File: src/sv/sle_pkg.sv
package sle_pkg;

  localparam int DEFAULT_CAPACITY = 16;
  localparam int KIND_W  = 3;
  localparam int VALUE_W = 32;
  localparam int POS_W   = 8;
  localparam int COUNT_W = 5;

  typedef enum logic [KIND_W-1:0] {
    K_INSERT = 3'd0,
    K_RMIN   = 3'd1,
    K_RMAX   = 3'd2,
    K_READ   = 3'd3,
    K_CLEAR  = 3'd4
  } kind_t;

  typedef enum logic [1:0] {
    ST_OK    = 2'd0,
    ST_EMPTY = 2'd1,
    ST_RANGE = 2'd2,
    ST_FULL  = 2'd3
  } status_t;

  // read address source
  typedef enum logic [2:0] {
    RA_ZERO,
    RA_TOP,
    RA_POS,
    RA_DN,
    RA_UP
  } rd_sel_t;

  // write address / data source
  typedef enum logic [2:0] {
    WR_NONE,
    WR_UP_RDATA,
    WR_UP_VAL,
    WR_ZERO_VAL,
    WR_DN_RDATA
  } wr_sel_t;

  typedef enum logic [1:0] {
    IDX_HOLD,
    IDX_ZERO,
    IDX_TOP,
    IDX_STEP
  } idx_op_t;

  typedef enum logic [1:0] {
    CNT_HOLD,
    CNT_INC,
    CNT_DEC,
    CNT_CLR
  } cnt_op_t;

  typedef struct packed {
    logic    latch_op;
    logic    rd_en;
    rd_sel_t rd_sel;
    wr_sel_t wr_sel;
    idx_op_t idx_op;
    logic    idx_down;
    cnt_op_t cnt_op;
    logic    set_status;
    status_t status;
    logic    capture;
    logic    out_load;
  } dp_cmd_t;

  typedef struct packed {
    logic [KIND_W-1:0] kind;
    logic              empty;
    logic              full;
    logic              pos_bad;
    logic              idx_zero;
    logic              idx_last;
    logic              greater;
  } dp_stat_t;

endpackage

File: src/sv/sle_req_if.sv
interface sle_req_if;
  import sle_pkg::*;

  logic                       valid;
  logic                       ready;
  logic [KIND_W-1:0]          kind;
  logic signed [VALUE_W-1:0]  value;
  logic [POS_W-1:0]           position;

  modport source (output valid, output kind, output value, output position, input ready);
  modport sink (input valid, input kind, input value, input position, output ready);
endinterface

File: src/sv/sle_rsp_if.sv
interface sle_rsp_if;
  import sle_pkg::*;

  logic                       valid;
  logic                       ready;
  logic signed [VALUE_W-1:0]  result_value;
  logic [1:0]                 status;
  logic [COUNT_W-1:0]         count;

  modport source (output valid, output result_value, output status, output count, input ready);
  modport sink (input valid, input result_value, input status, input count, output ready);
endinterface

File: src/sv/sle_dp.sv
module sle_dp #(
  parameter int CAPACITY = sle_pkg::DEFAULT_CAPACITY
) (
  input  logic                               clk,
  input  logic                               rst,
  input  sle_pkg::dp_cmd_t                   cmd,
  output sle_pkg::dp_stat_t                  stat,
  input  logic [sle_pkg::KIND_W-1:0]         in_kind,
  input  logic signed [sle_pkg::VALUE_W-1:0] in_value,
  input  logic [sle_pkg::POS_W-1:0]          in_position,
  output logic signed [sle_pkg::VALUE_W-1:0] out_value,
  output logic [1:0]                         out_status,
  output logic [sle_pkg::COUNT_W-1:0]        out_count
);
  import sle_pkg::*;

  localparam int AW   = $clog2(CAPACITY);
  localparam int CW   = $clog2(CAPACITY + 1);
  localparam int CMPW = (CW > POS_W) ? CW : POS_W;

  logic signed [VALUE_W-1:0] mem [CAPACITY];
  logic signed [VALUE_W-1:0] rdata;

  logic [KIND_W-1:0]         op_kind;
  logic signed [VALUE_W-1:0] op_value;
  logic [POS_W-1:0]          op_pos;

  logic [CW-1:0]             fill;
  logic [CW-1:0]             fill_m1;
  logic [AW-1:0]             idx;
  logic [AW-1:0]             idx_dn;
  logic [AW-1:0]             idx_up;
  logic [AW-1:0]             top;

  logic signed [VALUE_W-1:0] res_value;
  status_t                   res_status;

  logic [AW-1:0]             raddr;
  logic [AW-1:0]             waddr;
  logic signed [VALUE_W-1:0] wdata;

  assign fill_m1 = fill - CW'(1);
  assign top     = fill_m1[AW-1:0];
  assign idx_dn  = idx - AW'(1);
  assign idx_up  = idx + AW'(1);

  assign stat.kind     = op_kind;
  assign stat.empty    = (fill == '0);
  assign stat.full     = (fill == CW'(CAPACITY));
  assign stat.pos_bad  = (CMPW'(op_pos) >= CMPW'(fill));
  assign stat.idx_zero = (idx == '0);
  assign stat.idx_last = (CW'(idx) == fill_m1);
  assign stat.greater  = (rdata > op_value);

  always_comb begin
    unique case (cmd.rd_sel)
      RA_ZERO: raddr = '0;
      RA_TOP:  raddr = top;
      RA_POS:  raddr = op_pos[AW-1:0];
      RA_DN:   raddr = idx_dn;
      RA_UP:   raddr = idx_up;
      default: raddr = '0;
    endcase
  end

  always_comb begin
    unique case (cmd.wr_sel)
      WR_UP_RDATA: begin
        waddr = idx_up;
        wdata = rdata;
      end
      WR_UP_VAL: begin
        waddr = idx_up;
        wdata = op_value;
      end
      WR_ZERO_VAL: begin
        waddr = '0;
        wdata = op_value;
      end
      WR_DN_RDATA: begin
        waddr = idx_dn;
        wdata = rdata;
      end
      default: begin
        waddr = '0;
        wdata = rdata;
      end
    endcase
  end

  // single-port-pair store: one write and one registered read per cycle
  always_ff @(posedge clk) begin
    if (cmd.wr_sel != WR_NONE) begin
      mem[waddr] <= wdata;
    end
    if (cmd.rd_en) begin
      rdata <= mem[raddr];
    end
  end

  always_ff @(posedge clk) begin
    if (rst) begin
      fill <= '0;
    end else begin
      unique case (cmd.cnt_op)
        CNT_INC:  fill <= fill + CW'(1);
        CNT_DEC:  fill <= fill_m1;
        CNT_CLR:  fill <= '0;
        default:  fill <= fill;
      endcase
    end
  end

  always_ff @(posedge clk) begin
    if (cmd.latch_op) begin
      op_kind    <= in_kind;
      op_value   <= in_value;
      op_pos     <= in_position;
      res_value  <= '0;
      res_status <= ST_OK;
    end else begin
      if (cmd.capture) begin
        res_value <= rdata;
      end
      if (cmd.set_status) begin
        res_status <= cmd.status;
      end
    end

    unique case (cmd.idx_op)
      IDX_ZERO: idx <= '0;
      IDX_TOP:  idx <= top;
      IDX_STEP: idx <= cmd.idx_down ? idx_dn : idx_up;
      default:  idx <= idx;
    endcase

    if (cmd.out_load) begin
      out_value  <= res_value;
      out_status <= res_status;
      out_count  <= COUNT_W'(fill);
    end
  end

endmodule

File: src/sv/sle_ctrl.sv
module sle_ctrl (
  input  logic               clk,
  input  logic               rst,
  input  logic               in_valid,
  output logic               in_ready,
  output logic               out_valid,
  input  logic               out_ready,
  input  sle_pkg::dp_stat_t  stat,
  output sle_pkg::dp_cmd_t   cmd
);
  import sle_pkg::*;

  typedef enum logic [2:0] {
    S_IDLE,
    S_DECODE,
    S_INS_STEP,
    S_INS_BOTTOM,
    S_RMIN_STEP,
    S_CAPTURE,
    S_DONE
  } state_t;

  state_t state;
  state_t state_next;
  logic   load_ok;

  assign in_ready = (state == S_IDLE);
  assign load_ok  = !out_valid || out_ready;

  always_comb begin
    cmd            = '0;
    cmd.rd_sel     = RA_ZERO;
    cmd.wr_sel     = WR_NONE;
    cmd.idx_op     = IDX_HOLD;
    cmd.cnt_op     = CNT_HOLD;
    cmd.status     = ST_OK;
    state_next     = state;

    unique case (state)
      S_IDLE: begin
        if (in_valid) begin
          cmd.latch_op = 1'b1;
          state_next   = S_DECODE;
        end
      end

      S_DECODE: begin
        state_next = S_DONE;
        unique case (stat.kind)
          K_INSERT: begin
            if (stat.full) begin
              cmd.set_status = 1'b1;
              cmd.status     = ST_FULL;
            end else if (stat.empty) begin
              cmd.wr_sel = WR_ZERO_VAL;
              cmd.cnt_op = CNT_INC;
            end else begin
              cmd.rd_en  = 1'b1;
              cmd.rd_sel = RA_TOP;
              cmd.idx_op = IDX_TOP;
              state_next = S_INS_STEP;
            end
          end
          K_RMIN: begin
            if (stat.empty) begin
              cmd.set_status = 1'b1;
              cmd.status     = ST_EMPTY;
            end else begin
              cmd.rd_en  = 1'b1;
              cmd.rd_sel = RA_ZERO;
              cmd.idx_op = IDX_ZERO;
              state_next = S_RMIN_STEP;
            end
          end
          K_RMAX: begin
            if (stat.empty) begin
              cmd.set_status = 1'b1;
              cmd.status     = ST_EMPTY;
            end else begin
              cmd.rd_en  = 1'b1;
              cmd.rd_sel = RA_TOP;
              cmd.cnt_op = CNT_DEC;
              state_next = S_CAPTURE;
            end
          end
          K_READ: begin
            if (stat.pos_bad) begin
              cmd.set_status = 1'b1;
              cmd.status     = ST_RANGE;
            end else begin
              cmd.rd_en  = 1'b1;
              cmd.rd_sel = RA_POS;
              state_next = S_CAPTURE;
            end
          end
          K_CLEAR: begin
            cmd.cnt_op = CNT_CLR;
          end
          default: begin
          end
        endcase
      end

      // walk down from the top, moving larger entries up one slot
      S_INS_STEP: begin
        if (stat.greater) begin
          cmd.wr_sel = WR_UP_RDATA;
          if (stat.idx_zero) begin
            state_next = S_INS_BOTTOM;
          end else begin
            cmd.rd_en    = 1'b1;
            cmd.rd_sel   = RA_DN;
            cmd.idx_op   = IDX_STEP;
            cmd.idx_down = 1'b1;
          end
        end else begin
          cmd.wr_sel = WR_UP_VAL;
          cmd.cnt_op = CNT_INC;
          state_next = S_DONE;
        end
      end

      S_INS_BOTTOM: begin
        cmd.wr_sel = WR_ZERO_VAL;
        cmd.cnt_op = CNT_INC;
        state_next = S_DONE;
      end

      // the step at index zero takes the head, later steps shift entries down one slot
      S_RMIN_STEP: begin
        if (stat.idx_zero) begin
          cmd.capture = 1'b1;
        end else begin
          cmd.wr_sel = WR_DN_RDATA;
        end
        if (stat.idx_last) begin
          cmd.cnt_op = CNT_DEC;
          state_next = S_DONE;
        end else begin
          cmd.rd_en  = 1'b1;
          cmd.rd_sel = RA_UP;
          cmd.idx_op = IDX_STEP;
        end
      end

      S_CAPTURE: begin
        cmd.capture = 1'b1;
        state_next  = S_DONE;
      end

      S_DONE: begin
        if (load_ok) begin
          cmd.out_load = 1'b1;
          state_next   = S_IDLE;
        end
      end

      default: begin
        state_next = S_IDLE;
      end
    endcase
  end

  always_ff @(posedge clk) begin
    if (rst) begin
      state     <= S_IDLE;
      out_valid <= 1'b0;
    end else begin
      state <= state_next;
      if (cmd.out_load) begin
        out_valid <= 1'b1;
      end else if (out_ready) begin
        out_valid <= 1'b0;
      end
    end
  end

endmodule

File: src/sv/sorted_list_engine.sv
// sorted_list_engine: ordered store of up to CAPACITY signed 32-bit values, used as a
// double-ended priority queue. each request beat carries one operation (insert, remove
// smallest, remove largest, read at index, clear) and yields exactly one response beat
// with the value, a status and the count after the operation. one request is in work at
// a time; the entries live in a single memory with one write and one registered read per
// cycle, so entries are moved one at a time. the next request is taken no earlier than
// the cycle after the response register loads. a finished response waits in its register
// while the next request is already accepted; the register loads only once the previous
// response beat has left it, so a stalled response side stalls the block.
module sorted_list_engine #(
  parameter int CAPACITY = sle_pkg::DEFAULT_CAPACITY
) (
  input logic      clk,
  input logic      rst,
  sle_req_if.sink  req,
  sle_rsp_if.source rsp
);
  import sle_pkg::*;

  // command / status link between sequencer and datapath
  dp_cmd_t  cmd;
  dp_stat_t stat;

  sle_ctrl u_ctrl (
    .clk       (clk),
    .rst       (rst),
    .in_valid  (req.valid),
    .in_ready  (req.ready),
    .out_valid (rsp.valid),
    .out_ready (rsp.ready),
    .stat      (stat),
    .cmd       (cmd)
  );

  // store, index walker, fill count and response register
  sle_dp #(
    .CAPACITY (CAPACITY)
  ) u_dp (
    .clk         (clk),
    .rst         (rst),
    .cmd         (cmd),
    .stat        (stat),
    .in_kind     (req.kind),
    .in_value    (req.value),
    .in_position (req.position),
    .out_value   (rsp.result_value),
    .out_status  (rsp.status),
    .out_count   (rsp.count)
  );

endmodule

File: src/flat_wrapper.sv
// flat-port wrapper written by rule: the top's interface ports become plain ports
module sorted_list_engine_flat import sle_pkg::*;
#(
  parameter int CAPACITY = sle_pkg::DEFAULT_CAPACITY
)
  (clk, rst, req_valid, req_kind, req_value, req_position, req_ready, rsp_valid, rsp_result_value, rsp_status, rsp_count, rsp_ready);
  sle_req_if req_i ();
  sle_rsp_if rsp_i ();
  input logic clk;
  input logic rst;
  input wire logic [$bits(req_i.valid)-1:0] req_valid;
  input wire logic [$bits(req_i.kind)-1:0] req_kind;
  input wire logic [$bits(req_i.value)-1:0] req_value;
  input wire logic [$bits(req_i.position)-1:0] req_position;
  output wire logic [$bits(req_i.ready)-1:0] req_ready;
  output wire logic [$bits(rsp_i.valid)-1:0] rsp_valid;
  output wire logic [$bits(rsp_i.result_value)-1:0] rsp_result_value;
  output wire logic [$bits(rsp_i.status)-1:0] rsp_status;
  output wire logic [$bits(rsp_i.count)-1:0] rsp_count;
  input wire logic [$bits(rsp_i.ready)-1:0] rsp_ready;
  assign req_i.valid = req_valid;
  assign req_i.kind = req_kind;
  assign req_i.value = req_value;
  assign req_i.position = req_position;
  assign req_ready = req_i.ready;
  assign rsp_valid = rsp_i.valid;
  assign rsp_result_value = rsp_i.result_value;
  assign rsp_status = rsp_i.status;
  assign rsp_count = rsp_i.count;
  assign rsp_i.ready = rsp_ready;
  sorted_list_engine #(.CAPACITY(CAPACITY)) u_core (.clk(clk), .rst(rst), .req(req_i), .rsp(rsp_i));
endmodule
File: config.mk
export PLATFORM = sky130hd
export DESIGN_NAME = sorted_list_engine_flat
export DESIGN_NICKNAME = d
export VERILOG_FILES = /design/src/sv/sle_pkg.sv /design/src/sv/sle_req_if.sv /design/src/sv/sle_rsp_if.sv /design/src/sv/sle_dp.sv /design/src/sv/sle_ctrl.sv /design/src/sv/sorted_list_engine.sv /design/src/flat_wrapper.sv
export SDC_FILE = /design/constraint.sdc
export NUM_CORES = 1
export LEC_CHECK = 0
export BUFFER_PORTS_ARGS = -buffer_cell sky130_fd_sc_hd__buf_2
export CORE_UTILIZATION = 33
export CTS_CLUSTER_DIAMETER = 150
export DETAILED_ROUTE_END_ITERATION = 10
export GPL_ROUTABILITY_DRIVEN = 0
export PLACE_DENSITY_LB_ADDON = 0.25
export SYNTH_ARGS = -nofsm -noshare
export SYNTH_HDL_FRONTEND = slang
export SYNTH_HIERARCHICAL = 1
export SYNTH_SLANG_ARGS = --single-unit
export TNS_END_PERCENT = 30
File: constraint.sdc
create_clock -name clk -period 7.4 [get_ports clk]
set_input_delay 0.74 -clock clk [delete_from_list [all_inputs] [get_ports clk]]
set_output_delay 0.74 -clock clk [all_outputs]
set_load 0.005 [all_outputs]
==> impl_results.md, run 1 <==
- Ys flop type: edfxtp_1
- Yosys cell types: 68
- Mapped Cells: 2065
- DIE WIDTH: 290.9 microns
- Post-synth EDFFs: 630
- Sw Share: 0.3872
- CTS Buf Count: 77
- Row cnt: 105
- Worst-Margin Slew: 1.266 ns
- Worst Clk Skew: 0.02619 ns
- First-pass GRT wire length: 103200 microns
- Net Sw Power: 0.006013 W
- Antenna violation net count after detailed routing: 0
- Sink Count: 673
- GRT Resource Usage Total: 0.1607
- # IOs: 88
- Combinational power share: 0.376
- Main area contributors after synthesis: edfxtp_1, nand2_1, nand3_1
- # port buffers: 87
- H-tree depth: 3
- Setup violators final: 0
- Mapped Nets: 2154
- CP required: 7.69 ns
- Max Freq: 150.0 MHz
- Share of post-route cells with drive strength above 1: 0.1436
- Post-synthesis register bit count: 673
- Initial core utilization: 0.3343
- Worst slack at placement: 0.8031 ns
- Final worst setup slack: 0.7346 ns
- Max-cap violation count: 0
- Drt pass-1 iters: 5
- Peak supply drop: 0.4070 mV
- Clock Latency Late Sink: 0.62 ns
- Crit path time final: 6.665 ns
- Final count of hold timing violations: 0
- Clock Tree Buf Depth: 3
- CTS root buffer: clkbuf_16
- DR vias: 16600
- RSZ-0062 raised after global routing: false
- Slew headroom: 0.1481
- Synthesized area: 27540 sq um
- Post-Syn Area per Cell: 13.33 sq um
- GRT Residual Overflow: 0
- Drt total wl: 68040 microns
- Power after layout: 0.01553 W
- Vias per cell: 5.043
- Status: complete, no violations
- Setup TNS: 0 ns
- Crit path DAT: 6.95 ns
- Post-CTS Resized: 0
- Fin util: 0.3863
- Int Power: 0.009518 W
- Die area: 84600 sq um
- Chip height: 290.9 microns
- Clock share of power: 0.242
- Sequential element share of the synthesized area: 0.7183
- Reg power frac: 0.382
- CTS Hold Buffers Added: 0
- Area fraction of the dominant cell type after synthesis: 0.6870
- Nets: 2246
- Antenna violations before repair: 0
- Critical Path Sink Type: flop
- Yosys Warn Count: 6
- Vias in the first global route: 16640
- Maximum number of pins on one net before global-route repair: 96
- Layout area overhead: 15.57%
- Clock slew at reported path FFs: 0.06 ns
- Fin crit share: 0.9007
- Power Density: 488.0 nW/um^2
- DRC errors left: 0
- Synth top cells by count: edfxtp_1, nand2_1, nand3_1
- Routed wire per std cell: 20.68 microns
- Crit Path Category: reg -> reg
- Post-CTS Setup Bufs: 0
- Most common cell in the netlist: edfxtp_1
- Hold WC Path Type: in -> reg
- Post-synth ARST share: 0
- Critical Path Source Type: flop
- Antenna fix cells: 0
- Total core area: 82370 sq um
- Leak pwr: 11.02 nW
- 1st-iter DRT viols: 1146
- Detailed placer's ending HPWL: 40950 microns
- Synth area leader: edfxtp_1
- Slew Limit Fails: 0
- CTS tree: yes
- Worst-path fanout max: 19
## final timing paths
kind / start / endpoint / slack (ns) / depth (start not counted)
worst max register to register: u_core/u_dp/rdata[31] / u_core/u_dp/mem[10][18] / 0.73 / 16
worst min register to register: u_core/u_dp/res_value[2] / u_core/u_dp/out_value[2] / 0.43 / 0
worst max-delay path: u_core/u_dp/rdata[31] / u_core/u_dp/mem[10][18] / 0.73 / 16
worst min-delay path: req_value[8] / u_core/u_dp/op_value[8] / 0.30 / 1
## layout by cell type, fill, tap and decap left out, types with 31 or more instances in the layout
cell and n:
dfxtp_1 43, nor2_1 69, nand4_1 73, nand3_1 196, nand2_1 469, o21ai_1 32
inv_1 53, mux2i_1 70, buf_2 87, clkbuf_16 77, ha_1 42, a21oi_1 31
edfxtp_1 630, a32oi_1 33, buf_4 35, mux2_2 32
## routing by layer
| layer | share of wire | track usage |
|---|---|---|
| met5 | 0 | 0 |
| met4 | 0.023 | 0.04697 |
| met3 | 0.049 | 0.02894 |
| met2 | 0.48 | 0.2672 |
| met1 | 0.45 | 0.2140 |
## layout make-up
class                      count  area [sq um]
clock buffer                  95          2054
clock inverter                48         483.0
fill                        7671         50550
inverter                      53         198.9
multi-input combinational   1224          7152
sequential                   673         19780
tap                         1070          1339
timing repair buffer         128         818.3
## stage by stage
stage          hold slack, ns  area [sq um]  std cells
4_1_cts                0.2491         31820       3291
3_5_place_dp           0.4173         29290       3148
3_3_place_gp           0.4182         29290       3148
2_1_floorplan          0.4076         27540       2065
5_1_grt                0.2591         31820       3291
6_report               0.2961         31820       3291
## flip-flops by register name, indices dropped and copies added, names as in the netlist, 4 cells and up
signal and flops:
u_core/u_dp/out_count 5, u_core/u_dp/idx 4, u_core/u_dp/op_pos 8, u_core/u_dp/out_value 32, u_core/u_dp/res_value 32, u_core/u_dp/fill 5
u_core/u_dp/rdata 32, u_core/u_dp/op_value 32, u_core/u_dp/mem 512
## power by group through the flow
stage	logic, W	clock network (W)	registers [W]
2_1_floorplan	0.00391	0	0.00586
3_3_place_gp	0.00584	0	0.00599
3_5_place_dp	0.00592	0	0.00601
4_1_cts	0.00595	0.00387	0.00593
5_1_grt	0.00646	0.00401	0.00600
6_report	0.00584	0.00376	0.00593
## kinds of logic (layout without fill, tap and decap cells)
kind of cell / after synthesis / after routing / share of synthesized area
simple gates: 899 / 899 / 0.1490
flops: 673 / 673 / 0.7183
buf+inv: 168 / 324 / 0.02840
compound gates: 165 / 165 / 0.04135
mux: 103 / 103 / 0.03908
fa+ha+maj: 42 / 42 / 0.01908
xor+xnor: 15 / 15 / 0.004771
## worst max-delay path: stages (launching register included)
cell and delay [ns]:
edfxtp_1 0.41, ha_1 0.41, nand4_1 0.45, nor4_1 1.19, nor2_1 0.12, a21oi_1 0.18, o31a_1 0.25, inv_1 0.08
o21ai_0 0.38, a21oi_1 0.25, or3b_1 0.55, nor4_1 0.20, a21oi_1 0.09, o221a_2 0.30, nand2b_1 0.32, nor2_4 0.74
buf_4 0.40
Power figures use the tool's default switching activity.
==> run 2, diff against run 1 <==
--- a/config.mk
+++ b/config.mk
@@ -10,6 +10,7 @@
 export CTS_CLUSTER_DIAMETER = 150
 export DETAILED_ROUTE_END_ITERATION = 10
 export GPL_ROUTABILITY_DRIVEN = 0
+export GPL_TIMING_DRIVEN = 0
 export PLACE_DENSITY_LB_ADDON = 0.25
 export SYNTH_ARGS = -nofsm -noshare
 export SYNTH_HDL_FRONTEND = slang
==> run 2 against run 1 <==
Routed wire length up 12%. Register-to-register slack got worse by 0.13 ns. Critical endpoint is now u_core/u_dp/mem[5][18]. Final cell count increased by 2.7%. Worst hold slack hardly changed.
==> impl_results.md, run 2 (synthesis gave the netlist of run 1 again) <==
- Status: complete, no violations
- Commonest non-fill, non-tap cells in the layout: edfxtp_1, nand2_1, nand3_1
- First-pass GRT wire length: 112600 microns (+9.1%)
- Fill count: 7671 (unchanged)
- Share of post-route cells with drive strength above 1: 0.1533 (+0.009684)
- GRT Residual Overflow: 0 (unchanged)
- CTS root buffer: clkbuf_16
- Max FFs per register: 512 (unchanged)
- CTS Buf Count: 75 (-2.6%)
- Crit path time final: 6.794 ns (+0.1286 ns)
- # IOs: 88 (unchanged)
- GRT Resource Usage Total: 0.1796 (+0.01885)
- Clock Tree Buf Depth: 3 (unchanged)
- CTS Hold Buffers Added: 0 (unchanged)
- Slew headroom: 0.07414 (-0.07392)
- Initial core utilization: 0.3343 (unchanged)
- Worst Path Buf+Inv: 2 (unchanged)
- Crit. path cell count: 15 (-1)
- Worst Reg-to-Reg Cells: 15 (-1)
- Maximum number of pins on one net before global-route repair: 45 (-53%)
- CTS tree: yes
- Setup violators final: 0 (unchanged)
- Routed wire per std cell: 22.57 microns (+9.1%)
- Reg with most FFs: u_core/u_dp/mem
- 1st-iter DRT viols: 1444 (+26%)
- Final Non-Filler Cells: 3379 (+2.7%)
- Commonest non-fill, non-tap cell in the layout: edfxtp_1
- CP max stage delay: 1.14 ns (-0.05 ns)
- Power Density: 496.5 nW/um^2 (+1.7%)
- Antenna violation net count after detailed routing: 0 (unchanged)
- Die area: 84600 sq um (unchanged)
- Post-CTS Resized: 0 (unchanged)
- DIE WIDTH: 290.9 microns (unchanged)
- Fin crit share: 0.9181 (+0.01738)
- Reg2Reg Setup Slack: 0.61 ns (-0.13 ns)
- Slew Limit Fails: 0 (unchanged)
- Layout area overhead: 17.12%
- Crit path DAT: 7.14 ns (+0.19 ns)
- Total core area: 82370 sq um (unchanged)
- R2r endpoint: u_core/u_dp/mem[5][18]
- RSZ-0062 raised after global routing: false
- Drt pass-1 iters: 7 (+2)
- Crit Path Category: reg -> reg
- Cell family with most CP delay: simple AND/OR/NAND/NOR gates
- Worst-path fanout max: 17 (-2)
- # port buffers: 87 (unchanged)
- Leak pwr: 11.28 nW (+2.3%)
- Nets: 2339 (+4.1%)
- Max-cap violation count: 0 (unchanged)
- Vias per cell: 5.122 (+1.6%)
- Worst Setup EP: u_core/u_dp/mem[5][18]
- Setup TNS: 0 ns (unchanged)
- Chip height: 290.9 microns (unchanged)
- Clock slew at reported path FFs: 0.06 ns (about the same)
- Antenna violations before repair: 0 (unchanged)
- Origin of the worst setup path: u_core/u_dp/rdata[31]
- Crit-path slowest cell: nor4_1
- DRC errors left: 0 (unchanged)
- Worst Clk Skew: 0.03288 ns (+0.006692 ns)
- Critical path, cell by cell: ha_1 > nand4_1 > nor4_1 > nor2_1 > a21oi_1 > o31a_1 > inv_1 > o21ai_0 > a21oi_1 > xnor2_1 > nor2_1 > and2_1 > o311ai_1 > nor2_4 > buf_16
- Clock Latency Late Sink: 0.62 ns (about the same)
- Final count of hold timing violations: 0 (unchanged)
- Post-CTS Setup Bufs: 0 (unchanged)
- Dpl cells: 3243 (+3.0%)
- Critical Path Sink Type: flop
- Sink Count: 673 (unchanged)
- Peak supply drop: 0.2460 mV (-40%)
- Worst-Margin Slew: 1.367 ns (+0.1009 ns)
- Hold WS: 0.2959 ns (-0.0002540 ns)
- Critical Path Source Type: flop
- Detailed placer's ending HPWL: 50580 microns (+24%)
- Row cnt: 105 (unchanged)
- DR vias: 17310 (+4.3%)
- CP required: 7.75 ns (+0.06 ns)
- Antenna fix cells: 0 (unchanged)
- Vias in the first global route: 17150 (+3.0%)
- Drt total wl: 76250 microns (+12%)
- Hold WC Path Type: in -> reg
- H-tree depth: 3 (unchanged)
- Reg2Reg Launch Point: u_core/u_dp/rdata[31]
- Max Freq: 147.2 MHz (-1.9%)
run 2: cell types whose count changed in the layout (fill, tap and decap cells not counted), moves of 7 or more:
cell / change
buf_6: +10
buf_12: +7
buf_1: +8
buf_2: +61
buf_4: -28
clkbuf_1: +45
run 2: power breakdown:
part / internal (W) / leakage (nW) / switching [W]
clock network: 0.00218 / 1.15 / 0.00147
registers: 0.00561 / 6.06 / 0.000250
logic: 0.00182 / 4.06 / 0.00470
run 2: how the worst min path moves through the flow:
stage                     cells after the start                         to                       from  slack, ns
after global routing                          1    u_core/u_dp/op_value[2]               req_value[2]       0.27
after detailed placement                      0  u_core/u_dp/out_value[18]  u_core/u_dp/res_value[18]       0.42
after CTS                                     1   u_core/u_dp/op_value[15]              req_value[15]       0.26
final                                         1    u_core/u_dp/op_value[2]               req_value[2]       0.30
after global placement                        0   u_core/u_dp/out_value[6]   u_core/u_dp/res_value[6]       0.42
after floorplan                               0  u_core/u_dp/out_status[0]  u_core/u_dp/res_status[0]       0.41
run 2: metal layers:
| layer | vias to the layer above | routed length, microns | track usage |
|---|---|---|---|
| li1 | 7984 | - | - |
| met1 | 8651 | 33280 | 0.2389 |
| met2 | 575 | 36840 | 0.2999 |
| met3 | 98 | 4521 | 0.02940 |
| met4 | 0 | 1613 | 0.05497 |
| met5 | - | 0 | 0 |
run 2: worst register-to-register path, stage by stage, from the launching register on:
cell and delay (ns):
edfxtp_1 0.50, ha_1 0.47, nand4_1 0.44, nor4_1 1.14, nor2_1 0.14, a21oi_1 0.17, o31a_1 0.34, inv_1 0.10
o21ai_0 0.41, a21oi_1 0.24, xnor2_1 0.38, nor2_1 0.15, and2_1 0.23, o311ai_1 1.12, nor2_4 0.39, buf_16 0.31
run 2: cell type report:
class	count	area, sq um	share of cell area
multi-input combinational	1224	7114	0.2206
clock buffer	103	2044	0.06339
timing repair buffer	108	847.1	0.02627
tap	1070	1339	0.04151
buffer	115	583.1	0.01808
clock inverter	33	344.1	0.01067
inverter	53	198.9	0.006169
sequential	673	19780	0.6133
run 2: through the flow:
stage / worst slack [ns] / util / cell area [sq um] / total power [W]
5_1_grt: 0.4179 / 0.3915 / 32250 / 0.01686
2_1_floorplan: 2.272 / - / 27540 / 0.009769
4_1_cts: 0.6033 / 0.3915 / 32250 / 0.01614
3_5_place_dp: 0.6000 / 0.3625 / 29860 / 0.01247
6_report: 0.6060 / 0.3915 / 32250 / 0.01601
3_3_place_gp: -1.107 / 0.3558 / 29310 / 0.01221
